--- config.mk ---
export PLATFORM = sky130hd
export DESIGN_NAME = stepper_step_dir_generator
export DESIGN_NICKNAME = d
export VERILOG_FILES = /design/src/rtl/core/ssdg_pkg.sv /design/src/rtl/core/ssdg_front.sv /design/src/rtl/core/ssdg_queue.sv /design/src/rtl/core/ssdg_engine.sv /design/src/rtl/core/stepper_step_dir_generator.sv
export SDC_FILE = /design/constraint.sdc
export NUM_CORES = 2
export LEC_CHECK = 0
export ABC_AREA = 1
export BUFFER_PORTS_ARGS = -buffer_cell sky130_fd_sc_hd__buf_4
export CAP_MARGIN = 20
export CORE_UTILIZATION = 65
export DETAILED_ROUTE_END_ITERATION = 8
export GPL_TIMING_DRIVEN = 0
export PLACE_DENSITY = 0.82
export REMOVE_ABC_BUFFERS = 1
export SETUP_SLACK_MARGIN = 0.15
export SLEW_MARGIN = 20
export SYNTH_ARGS = -nofsm -noshare
export SYNTH_HDL_FRONTEND = slang
export SYNTH_SLANG_ARGS = --single-unit
--- constraint.sdc ---
create_clock -name aclk -period 11.2 [get_ports aclk]
set_input_delay 2.24 -clock aclk [delete_from_list [all_inputs] [get_ports aclk]]
set_output_delay 2.24 -clock aclk [all_outputs]
set_load 0.01 [all_outputs]
--- src/rtl/core/ssdg_pkg.sv ---
// ---------------------------------------------------------------------------
// ssdg_pkg: shared types and constants
// Field widths, mode codes, register indexes and the queue entry for the
// step/dir generator.
// ---------------------------------------------------------------------------
package ssdg_pkg;
    localparam int unsigned PW_W   = 8;
    localparam int unsigned SD_W   = 8;
    localparam int unsigned RN_W   = 20;
    localparam int unsigned SPR_W  = 16;
    localparam int unsigned VEL_W  = 16;
    localparam int unsigned DEG_W  = 20;
    localparam int unsigned ID_W   = 2;
    localparam int unsigned CNT_W  = 32;
    localparam int unsigned LOW_W  = 17;
    localparam int unsigned MASK_W = 3;
    localparam logic [LOW_W-1:0] LOW_MAX = '1;
    localparam logic [8:0] DEG_PER_REV = 9'd360;

    // x / 360 == (x * RCP_360) >> RCP_SH for every x below 2^28
    localparam int unsigned RCP_W  = 26;
    localparam int unsigned RCP_SH = 34;
    localparam logic [RCP_W-1:0] RCP_360 = 26'd47721859;

    // configuration register indexes
    localparam logic [1:0] REG_PULSE_WIDTH = 2'd0;
    localparam logic [1:0] REG_START_DELAY = 2'd1;
    localparam logic [1:0] REG_RATE_NUM    = 2'd2;
    localparam logic [1:0] REG_STEPS_REV   = 2'd3;

    typedef enum logic [1:0] {
        MODE_TICK  = 2'd0,
        MODE_VEL   = 2'd1,
        MODE_MOVE  = 2'd2,
        MODE_QUERY = 2'd3
    } mode_t;

    // one classified item between front and back
    typedef struct packed {
        mode_t              mode;
        logic [ID_W-1:0]    motor_id;
        logic               id_ok;
        logic [VEL_W-1:0]   vel;
        logic [LOW_W-1:0]   low;
        logic [CNT_W-1:0]   cnt;
    } cmd_t;
endpackage

--- src/rtl/core/ssdg_front.sv ---
// ---------------------------------------------------------------------------
// ssdg_front: command classifier and arithmetic
// Takes items, works out low period (serial divide) and step count of a
// degree move (reciprocal multiplies for the divide by 360), pushes a command.
// ---------------------------------------------------------------------------
module ssdg_front #(
    parameter int unsigned MOTORS = 3
) (
    input  logic                     aclk,
    input  logic                     aresetn,
    input  logic                     in_valid,
    output logic                     in_ready,
    input  logic [1:0]               in_mode,
    input  logic [ssdg_pkg::ID_W-1:0]  in_id,
    input  logic [ssdg_pkg::VEL_W-1:0] in_vel,
    input  logic [ssdg_pkg::DEG_W-1:0] in_deg,
    input  logic [ssdg_pkg::PW_W-1:0]  pulse_width,
    input  logic [ssdg_pkg::RN_W-1:0]  rate_numerator,
    input  logic [ssdg_pkg::SPR_W-1:0] steps_per_rev,
    output logic                     out_valid,
    input  logic                     out_ready,
    output ssdg_pkg::cmd_t           out_cmd
);
    import ssdg_pkg::*;

    localparam int unsigned ITER_W = 5;
    localparam int unsigned QD_W   = 12;                      // degree / 360
    localparam int unsigned REM_W  = 9;                       // degree % 360
    localparam int unsigned HI_W   = QD_W + SPR_W;
    localparam int unsigned PART_W = REM_W + SPR_W;
    localparam int unsigned LO_W   = PART_W + RCP_W - RCP_SH;

    typedef enum logic [2:0] {
        S_IDLE, S_DIV, S_QD, S_REM, S_PART, S_CNT, S_OUT
    } state_t;

    state_t             state_reg;
    cmd_t               cmd_reg;
    logic [RN_W-1:0]    quo_reg;    // dividend shifts out, quotient in
    logic [VEL_W-1:0]   rem_reg;
    logic [VEL_W-1:0]   divisor_reg;
    logic [ITER_W-1:0]  iter_reg;
    logic [DEG_W-1:0]   deg_reg;
    logic [QD_W-1:0]    qd_reg;
    logic [REM_W-1:0]   rd_reg;
    logic [HI_W-1:0]    hi_reg;
    logic [PART_W-1:0]  part_reg;

    logic [VEL_W-1:0]        mag;
    logic [VEL_W:0]          rem_sh;
    logic                    sub_ok;
    logic [RN_W-1:0]         q_fin;
    logic [DEG_W+RCP_W-1:0]  qd_prod;
    logic [DEG_W-1:0]        rd_full;
    logic [PART_W+RCP_W-1:0] lo_prod;

    assign mag    = in_vel[VEL_W-1] ? VEL_W'(-in_vel) : in_vel;
    assign rem_sh = {rem_reg, quo_reg[RN_W-1]};
    assign sub_ok = rem_sh >= (VEL_W+1)'(divisor_reg);
    assign q_fin  = {quo_reg[RN_W-2:0], sub_ok};
    // degree * spr / 360 == (degree / 360) * spr + (degree % 360) * spr / 360
    assign qd_prod = (DEG_W+RCP_W)'(deg_reg) * (DEG_W+RCP_W)'(RCP_360);
    assign rd_full = deg_reg - DEG_W'(qd_reg) * DEG_W'(DEG_PER_REV);
    assign lo_prod = (PART_W+RCP_W)'(part_reg) * (PART_W+RCP_W)'(RCP_360);
    assign in_ready  = (state_reg == S_IDLE);
    assign out_valid = (state_reg == S_OUT);
    assign out_cmd   = cmd_reg;

    always_ff @(posedge aclk) begin
        if (!aresetn) begin
            state_reg <= S_IDLE;
        end else begin
            unique case (state_reg)
                S_IDLE: begin
                    if (in_valid) begin
                        cmd_reg.mode     <= mode_t'(in_mode);
                        cmd_reg.motor_id <= in_id;
                        cmd_reg.id_ok    <= 32'(in_id) < MOTORS;
                        cmd_reg.vel      <= in_vel;
                        cmd_reg.low      <= '0;
                        cmd_reg.cnt      <= '0;
                        deg_reg  <= in_deg;
                        quo_reg  <= rate_numerator;
                        rem_reg  <= '0;
                        divisor_reg <= mag;
                        iter_reg <= ITER_W'(RN_W);
                        if ((in_mode == MODE_VEL || in_mode == MODE_MOVE)
                                && mag != '0)
                            state_reg <= S_DIV;
                        else
                            state_reg <= S_OUT;
                    end
                end
                S_DIV: begin
                    // restoring divide, one quotient bit per cycle
                    rem_reg <= sub_ok ? VEL_W'(rem_sh - (VEL_W+1)'(divisor_reg))
                                      : rem_sh[VEL_W-1:0];
                    quo_reg <= q_fin;
                    iter_reg <= iter_reg - 1'b1;
                    if (iter_reg == ITER_W'(1)) begin
                        if (q_fin <= RN_W'(pulse_width))
                            cmd_reg.low <= LOW_W'(1);
                        else if (q_fin - RN_W'(pulse_width) > RN_W'(LOW_MAX))
                            cmd_reg.low <= LOW_MAX;
                        else
                            cmd_reg.low <= LOW_W'(q_fin - RN_W'(pulse_width));
                        if (cmd_reg.mode == MODE_MOVE)
                            state_reg <= S_QD;
                        else
                            state_reg <= S_OUT;
                    end
                end
                S_QD: begin
                    qd_reg <= qd_prod[RCP_SH +: QD_W];
                    state_reg <= S_REM;
                end
                S_REM: begin
                    rd_reg <= rd_full[REM_W-1:0];
                    hi_reg <= HI_W'(qd_reg) * HI_W'(steps_per_rev);
                    state_reg <= S_PART;
                end
                S_PART: begin
                    part_reg <= PART_W'(rd_reg) * PART_W'(steps_per_rev);
                    state_reg <= S_CNT;
                end
                S_CNT: begin
                    cmd_reg.cnt <= CNT_W'(hi_reg) + CNT_W'(lo_prod[RCP_SH +: LO_W]);
                    state_reg <= S_OUT;
                end
                S_OUT: begin
                    if (out_ready) state_reg <= S_IDLE;
                end
                default: state_reg <= S_IDLE;
            endcase
        end
    end
endmodule

--- src/rtl/core/ssdg_queue.sv ---
// ---------------------------------------------------------------------------
// ssdg_queue: two-entry command queue
// Decouples the classifier from the motor engine.
// ---------------------------------------------------------------------------
module ssdg_queue (
    input  logic           aclk,
    input  logic           aresetn,
    input  logic           in_valid,
    output logic           in_ready,
    input  ssdg_pkg::cmd_t in_cmd,
    output logic           out_valid,
    input  logic           out_ready,
    output ssdg_pkg::cmd_t out_cmd
);
    import ssdg_pkg::*;

    cmd_t       mem_reg [2];
    logic       wp_reg, rp_reg;
    logic [1:0] cnt_reg;
    logic       push, pop;

    assign in_ready  = cnt_reg != 2'd2;
    assign out_valid = cnt_reg != 2'd0;
    assign out_cmd   = mem_reg[rp_reg];
    assign push = in_valid && in_ready;
    assign pop  = out_valid && out_ready;

    always_ff @(posedge aclk) begin
        if (push) mem_reg[wp_reg] <= in_cmd;
        if (!aresetn) begin
            wp_reg <= 1'b0;
            rp_reg <= 1'b0;
            cnt_reg <= '0;
        end else begin
            if (push) wp_reg <= !wp_reg;
            if (pop)  rp_reg <= !rp_reg;
            cnt_reg <= cnt_reg + 2'(push) - 2'(pop);
        end
    end
endmodule

--- src/rtl/core/ssdg_engine.sv ---
// ---------------------------------------------------------------------------
// ssdg_engine: per-motor pulse state and result register
// Applies one command per cycle unless stalled; holds the result until taken.
// ---------------------------------------------------------------------------
module ssdg_engine #(
    parameter int unsigned MOTORS = 3
) (
    input  logic                       aclk,
    input  logic                       aresetn,
    input  logic                       in_valid,
    output logic                       in_ready,
    input  ssdg_pkg::cmd_t             in_cmd,
    input  logic [ssdg_pkg::PW_W-1:0]  pulse_width,
    input  logic [ssdg_pkg::SD_W-1:0]  start_delay,
    output logic                       out_valid,
    input  logic                       out_ready,
    output logic [63:0]                out_data
);
    import ssdg_pkg::*;

    logic [VEL_W-1:0] speed_reg     [MOTORS];
    logic [LOW_W-1:0] low_reg       [MOTORS];
    logic [LOW_W-1:0] cd_reg        [MOTORS];
    logic             high_reg      [MOTORS];
    logic             pend_reg      [MOTORS];
    logic             act_reg       [MOTORS];
    logic [CNT_W-1:0] steps_reg     [MOTORS];
    logic [CNT_W-1:0] tgt_reg       [MOTORS];
    logic             stp_reg       [MOTORS];
    logic             dir_reg       [MOTORS];

    logic [VEL_W-1:0] speed_next    [MOTORS];
    logic [LOW_W-1:0] low_next      [MOTORS];
    logic [LOW_W-1:0] cd_next       [MOTORS];
    logic             high_next     [MOTORS];
    logic             pend_next     [MOTORS];
    logic             act_next      [MOTORS];
    logic [CNT_W-1:0] steps_next    [MOTORS];
    logic [CNT_W-1:0] tgt_next      [MOTORS];
    logic             stp_next      [MOTORS];
    logic             dir_next      [MOTORS];

    logic             valid_reg;
    logic [63:0]      data_reg;
    logic [63:0]      data_next;
    logic             take;

    assign in_ready  = !valid_reg || out_ready;
    assign take      = in_valid && in_ready;
    assign out_valid = valid_reg;
    assign out_data  = data_reg;

    always_comb begin
        logic [MASK_W-1:0] sp, dp, rm, im;
        logic [CNT_W-1:0]  sc;
        logic [VEL_W-1:0]  vo;
        sp = '0; dp = '0; rm = '0; im = '0; sc = '0; vo = '0;
        for (int m = 0; m < MOTORS; m++) begin
            speed_next[m] = speed_reg[m]; low_next[m] = low_reg[m];
            cd_next[m] = cd_reg[m]; high_next[m] = high_reg[m];
            pend_next[m] = pend_reg[m]; act_next[m] = act_reg[m];
            steps_next[m] = steps_reg[m]; tgt_next[m] = tgt_reg[m];
            stp_next[m] = stp_reg[m]; dir_next[m] = dir_reg[m];
            if (in_cmd.mode == MODE_TICK) begin
                if (act_reg[m]) begin
                    if (cd_reg[m] > LOW_W'(1)) begin
                        cd_next[m] = cd_reg[m] - 1'b1;
                    end else if (!high_reg[m]) begin
                        stp_next[m] = 1'b1;
                        high_next[m] = 1'b1;
                        cd_next[m] = LOW_W'(pulse_width);
                    end else begin
                        stp_next[m] = 1'b0;
                        if (speed_reg[m] != '0)
                            steps_next[m] = speed_reg[m][VEL_W-1] ?
                                steps_reg[m] - 1'b1 : steps_reg[m] + 1'b1;
                        if (steps_next[m] == tgt_reg[m]) begin
                            // stop: same as a zero-speed command
                            if (speed_reg[m] != '0) begin
                                pend_next[m] = 1'b1;
                                speed_next[m] = '0;
                                low_next[m] = '0;
                            end
                            tgt_next[m] = steps_next[m];
                        end
                        if (pend_next[m]) begin
                            if (speed_next[m] == '0) act_next[m] = 1'b0;
                            else dir_next[m] = !speed_next[m][VEL_W-1];
                            pend_next[m] = 1'b0;
                        end
                        cd_next[m] = low_next[m];
                        high_next[m] = 1'b0;
                    end
                end
            end else if ((in_cmd.mode == MODE_VEL || in_cmd.mode == MODE_MOVE)
                         && in_cmd.id_ok && 32'(in_cmd.motor_id) == m) begin
                if (speed_reg[m] == '0 && in_cmd.vel == '0) begin
                    tgt_next[m] = steps_reg[m];
                end else begin
                    if (speed_reg[m] == '0) begin
                        dir_next[m] = !in_cmd.vel[VEL_W-1];
                        cd_next[m] = LOW_W'(start_delay);
                        act_next[m] = 1'b1;
                    end else begin
                        pend_next[m] = 1'b1;
                    end
                    speed_next[m] = in_cmd.vel;
                    low_next[m] = in_cmd.low;
                    tgt_next[m] = steps_reg[m];
                end
                if (in_cmd.mode == MODE_MOVE && in_cmd.vel != '0)
                    tgt_next[m] = in_cmd.vel[VEL_W-1] ?
                        steps_reg[m] - in_cmd.cnt : steps_reg[m] + in_cmd.cnt;
            end
            if (m < MASK_W) begin
                sp[m] = stp_next[m]; dp[m] = dir_next[m];
                rm[m] = act_next[m]; im[m] = steps_next[m] == tgt_next[m];
            end
            if (in_cmd.id_ok && 32'(in_cmd.motor_id) == m) begin
                sc = steps_next[m];
                vo = speed_next[m];
            end
        end
        data_next = {4'b0, vo, sc, im, rm, dp, sp};
    end

    always_ff @(posedge aclk) begin
        if (!aresetn) begin
            valid_reg <= 1'b0;
            for (int m = 0; m < MOTORS; m++) begin
                speed_reg[m] <= '0; low_reg[m] <= '0; cd_reg[m] <= '0;
                high_reg[m] <= 1'b0; pend_reg[m] <= 1'b0; act_reg[m] <= 1'b0;
                steps_reg[m] <= '0; tgt_reg[m] <= '0;
                stp_reg[m] <= 1'b0; dir_reg[m] <= 1'b0;
            end
        end else begin
            if (take) begin
                valid_reg <= 1'b1;
                data_reg <= data_next;
                for (int m = 0; m < MOTORS; m++) begin
                    speed_reg[m] <= speed_next[m]; low_reg[m] <= low_next[m];
                    cd_reg[m] <= cd_next[m]; high_reg[m] <= high_next[m];
                    pend_reg[m] <= pend_next[m]; act_reg[m] <= act_next[m];
                    steps_reg[m] <= steps_next[m]; tgt_reg[m] <= tgt_next[m];
                    stp_reg[m] <= stp_next[m]; dir_reg[m] <= dir_next[m];
                end
            end else if (out_ready) begin
                valid_reg <= 1'b0;
            end
        end
    end
endmodule

--- src/rtl/core/stepper_step_dir_generator.sv ---
// ---------------------------------------------------------------------------
// stepper_step_dir_generator: step/dir pulse generator for stepper motors
// Top level: config registers, classifier, queue and motor engine.
// ---------------------------------------------------------------------------
// Each item gives exactly one result. The front accepts a tick or a query,
// then hands it off, and its result goes on through the queue and engine
// when the queue and output are free. A velocity command first runs the
// bit-serial divider (rate_numerator / |velocity|); a degree move then adds
// the reciprocal multiplies for the divide by 360. The front takes no new
// item until it has handed the current one on to the queue.
// A two-entry queue lets the front classify the next item while the engine
// applies the previous one, and the engine holds each result in an output
// register. Write configuration only while the block is idle.
module stepper_step_dir_generator #(
    parameter int unsigned MOTORS = 3
) (
    input  logic        aclk,
    input  logic        aresetn,
    input  logic        s_tvalid,
    output logic        s_tready,
    // [1:0] mode, [3:2] motor_id, [19:4] velocity_cmd, [39:20] degree_cmd
    input  logic [39:0] s_tdata,
    output logic        m_tvalid,
    input  logic        m_tready,
    // [2:0] step_pins, [5:3] dir_pins, [8:6] running_mask, [11:9] idle_mask,
    // [43:12] step_count_out, [59:44] velocity_out
    output logic [63:0] m_tdata,
    input  logic        cfg_we,
    input  logic [1:0]  cfg_index,
    input  logic [19:0] cfg_data
);
    import ssdg_pkg::*;

    logic [PW_W-1:0]  pw_reg;
    logic [SD_W-1:0]  sd_reg;
    logic [RN_W-1:0]  rn_reg;
    logic [SPR_W-1:0] spr_reg;

    // hold config; take a write on any cycle
    always_ff @(posedge aclk) begin
        if (!aresetn) begin
            pw_reg <= 8'd2;
            sd_reg <= 8'd5;
            rn_reg <= 20'd100000;
            spr_reg <= 16'd200;
        end else if (cfg_we) begin
            unique case (cfg_index)
                REG_PULSE_WIDTH: pw_reg <= cfg_data[PW_W-1:0];
                REG_START_DELAY: sd_reg <= cfg_data[SD_W-1:0];
                REG_RATE_NUM:    rn_reg <= cfg_data;
                REG_STEPS_REV:   spr_reg <= cfg_data[SPR_W-1:0];
                default: ;
            endcase
        end
    end

    logic f_valid, f_ready, q_valid, q_ready;
    cmd_t f_cmd, q_cmd;

    ssdg_front #(.MOTORS(MOTORS)) u_front (
        .aclk, .aresetn,
        .in_valid(s_tvalid), .in_ready(s_tready),
        .in_mode(s_tdata[1:0]), .in_id(s_tdata[3:2]),
        .in_vel(s_tdata[19:4]), .in_deg(s_tdata[39:20]),
        .pulse_width(pw_reg), .rate_numerator(rn_reg), .steps_per_rev(spr_reg),
        .out_valid(f_valid), .out_ready(f_ready), .out_cmd(f_cmd)
    );

    ssdg_queue u_queue (
        .aclk, .aresetn,
        .in_valid(f_valid), .in_ready(f_ready), .in_cmd(f_cmd),
        .out_valid(q_valid), .out_ready(q_ready), .out_cmd(q_cmd)
    );

    ssdg_engine #(.MOTORS(MOTORS)) u_engine (
        .aclk, .aresetn,
        .in_valid(q_valid), .in_ready(q_ready), .in_cmd(q_cmd),
        .pulse_width(pw_reg), .start_delay(sd_reg),
        .out_valid(m_tvalid), .out_ready(m_tready), .out_data(m_tdata)
    );
endmodule

==> out/metrics.cfg <==
[status]
run_status = completed

[route]
detailedRoute.firstIterationViolations = 9580
drcViolationCount = 0
number_of_vias_in_the_routed_layout = 78910
route.detailed.wl_per_inst_microns = 20.31
routed_via_density = 5.916
drt_pre_antenna_iters = 9
overall_routed_net_length_microns = 270900
detail-route-antenna-nets = 0

[worst_setup_path]
critPathTopFamily = adder cells
cp.required_ps = 11670
crit_path_start = u_front.part_reg[10]
slowest_stage = sky130_fd_sc_hd__xor2_1
critPathCaptureType = flip-flop
worst_path_largest_cell_delay_ps = 610
crit_fanout = 9
r2r.worst_path.cells = 37
rr_endpoint = u_front.out_cmd[20]
critPathLaunchType = flip-flop
crit_type = reg -> reg
r2r-start = u_front.part_reg[10]
arr_time_crit_path_ps = 10200
critical_path_depth = 37
path_buf_inv = 4
worst-r2r-setup-slack_ps = 1470
setup.worst_path.end = u_front.out_cmd[20]

[layout]
num-nets-final = 12900
final_core_util_pct = 70.33
nFillCells = 10570
syn2layout_area_growth_pct = 7.291
post_route_cells_drive_above_1_share_pct = 4.371
largest_register_ff_count = 134

[logic_synthesis]
synth-adder-area-share_pct = 23.96
synth_top_family_by_area = simple AND/OR/NAND/NOR gates
cell_accounting_for_the_most_synthesized_area = sky130_fd_sc_hd__edfxtp_1
post_synth_and_or_nand_nor_area_fraction_pct = 25.28
synth.avg_cell_area_sq_um = 7.468
yosysTopAreaCellShare_pct = 26.76
synthTopCellsByArea = sky130_fd_sc_hd__edfxtp_1 27%, sky130_fd_sc_hd__nand2_1 15%, sky130_fd_sc_hd__fa_1 12%, sky130_fd_sc_hd__ha_1 12%, sky130_fd_sc_hd__inv_1 8.5%
sequential_share_of_the_synthesized_area_pct = 28.18
synth-compound-area-share_pct = 9.707
async_reset_ff_share_pct = 0
synthesis.area_sq_um = 86180
yosys.area_share.xor_xnor_pct = 2.754
muxShareOfSynthArea_pct = 0.02323
yosys.cell_types.count = 66
ys.flop_type = sky130_fd_sc_hd__edfxtp_1
ys.warnings.count = 0
post_synthesis_instance_total = 11540
synth_seq_cells = 829
number_of_synthesized_flops_with_an_enable_pin = 768

[timing]
drv_slew = 0
setup_violations = 0
fmax_mhz = 102.8
unrepaired_setup_endpoints_after_global_routing = false
worst_pin_slew_ps = 1298
timing.final.crit_share_pct = 86.85
period_needed_ps = 9727
slew_margin_rel_pct = 12.84
finClkSkew_ps = 72.74
final-hold-violation-count = 0

[floorplanning]
core_area_sq_um = 131500
initial_utilization_pct = 65.55
overall_die_area_sq_um = 134000
io_pins = 133
placementRows = 133
die_x_microns = 366.1
die_h_microns = 366.1

[clock_network]
cts_sinks = 829
cts_made_buffers = 93
ctsHtreeMaxLevel = 3
cts-root-buf = sky130_fd_sc_hd__clkbuf_16
clock_latency_ps = 760
postCtsHoldBufs = 0
tritoncts = done
cts_post_setup_buffers_inserted = 0
ctsLongestPathBuffers = 3
cts_resized = 0
clk_pin_slew_worst_paths_ps = 70

[grt]
overflow_left_after_global_routing = 0
grt_start_max_net_pins = 126
grt_first_pass_wirelength_microns = 415000
grt_util_all_layers_pct = 39.71
number_of_global_route_vias_before_repair = 76300
grt_antenna_before_repair = 12

[flow_run]
cap_violations = 0

[hold_path]
min-delay-path-class = reg -> reg
hold_path_depth = 0

[place]
io_buffers = 128
gp_congestion = 1.015
detailed_placement_wirelength_estimate_microns = 211700

## layer usage
layer	wire, microns	part of all wire [%]	track usage (%)	up-vias
met4	16860	6.2	22.46	14
met1	103700	38	51.27	37040
met2	122500	45	63.14	4127
met3	27770	10	7.089	800
li1	-	-	-	36930
met5	91	0.034	0	-
## cell usage after synthesis, drive strengths merged (3+ instances only)
| cell | number |
|---|---|
| xnor2 | 99 |
| inv | 1965 |
| nand3 | 539 |
| o31ai | 6 |
| o221ai | 32 |
| edfxtp | 768 |
| nor2 | 983 |
| o2111ai | 6 |
| a221oi | 3 |
| nand4 | 123 |
| a31oi | 32 |
| o22ai | 5 |
| dfxtp | 61 |
| and3 | 9 |
| nor4 | 13 |
| a21boi | 23 |
| fa | 535 |
| nand2 | 3362 |
| or2 | 115 |
| a211oi | 7 |
| nor3 | 76 |
| nor3b | 3 |
| xor2 | 172 |
| a21oi | 642 |
| o211ai | 84 |
| clkbuf | 231 |
| and2 | 20 |
| ha | 794 |
| o21ai | 573 |
| buf | 84 |
| a21o | 20 |
| o21a | 29 |
| o21bai | 41 |
| clkinv | 3 |
| nand3b | 63 |
## through the flow
stage | area, sq um | hold slack [ps] | setup TNS [ps] | setup slack (ps) | instances
6_report | 92460 | 437.2 | 0 | 1473 | 13340
5_1_grt | 92450 | 449.9 | 0 | 894.2 | 13330
4_1_cts | 92390 | 441.1 | 0 | 1626 | 13330
3_5_place_dp | 89250 | 429.8 | 0 | 1706 | 13160
3_3_place_gp | 88030 | 423.3 | -4902870 | -14470 | 13110
2_1_floorplan | 84880 | 421.5 | -270730 | -2561 | 11230
## kinds of logic after synthesis
family / count (synthesis)
xor+xnor: 271
buf+inv: 2283
mux: 2
simple gates: 5312
other cells: 1
fa+ha+maj: 1329
compound gates: 1513
flops: 829
## worst min-delay path by stage
stage                   startpoint                      to  slack, ps
2_1_floorplan   u_front.out_cmd[0]   u_queue.mem_reg[0][0]        420
3_3_place_gp   u_front.out_cmd[57]  u_queue.mem_reg[1][57]        420
3_5_place_dp   u_front.out_cmd[45]  u_queue.mem_reg[1][45]        430
4_1_cts        u_front.out_cmd[64]  u_queue.mem_reg[0][64]        440
5_1_grt        u_front.out_cmd[54]  u_queue.mem_reg[0][54]        450
6_report       u_front.out_cmd[14]  u_queue.mem_reg[0][14]        440
## cells in the final DEF, fill, tap and decap left out, drive strengths merged, types with 123 or more instances in the layout
| cell | Yosys | layout |
|---|---|---|
| nor2 | 983 | 983 |
| nand2 | 3362 | 3362 |
| a21oi | 642 | 642 |
| fa | 535 | 535 |
| o21ai | 573 | 573 |
| edfxtp | 768 | 768 |
| ha | 794 | 794 |
| nand3 | 539 | 539 |
| buf | 84 | 178 |
| xor2 | 172 | 172 |
| nand4 | 123 | 123 |
| inv | 1965 | 1969 |
## area by class of cell
cell class	count	area, sq um	share of cell area [%]
Multi-Input combinational cell	8431	53440	57.79
Clock inverter	49	560.5	0.6062
Inverter	1968	7416	8.020
Tap cell	1755	2196	2.375
Timing Repair Buffer	178	1969	2.130
Clock buffer	122	2577	2.788
Antenna cell	7	17.52	0.01894
Sequential cell	829	24290	26.27
Power is not shown: default switching activity piles up to over one toggle a cycle in this logic, so the estimate is an artifact.
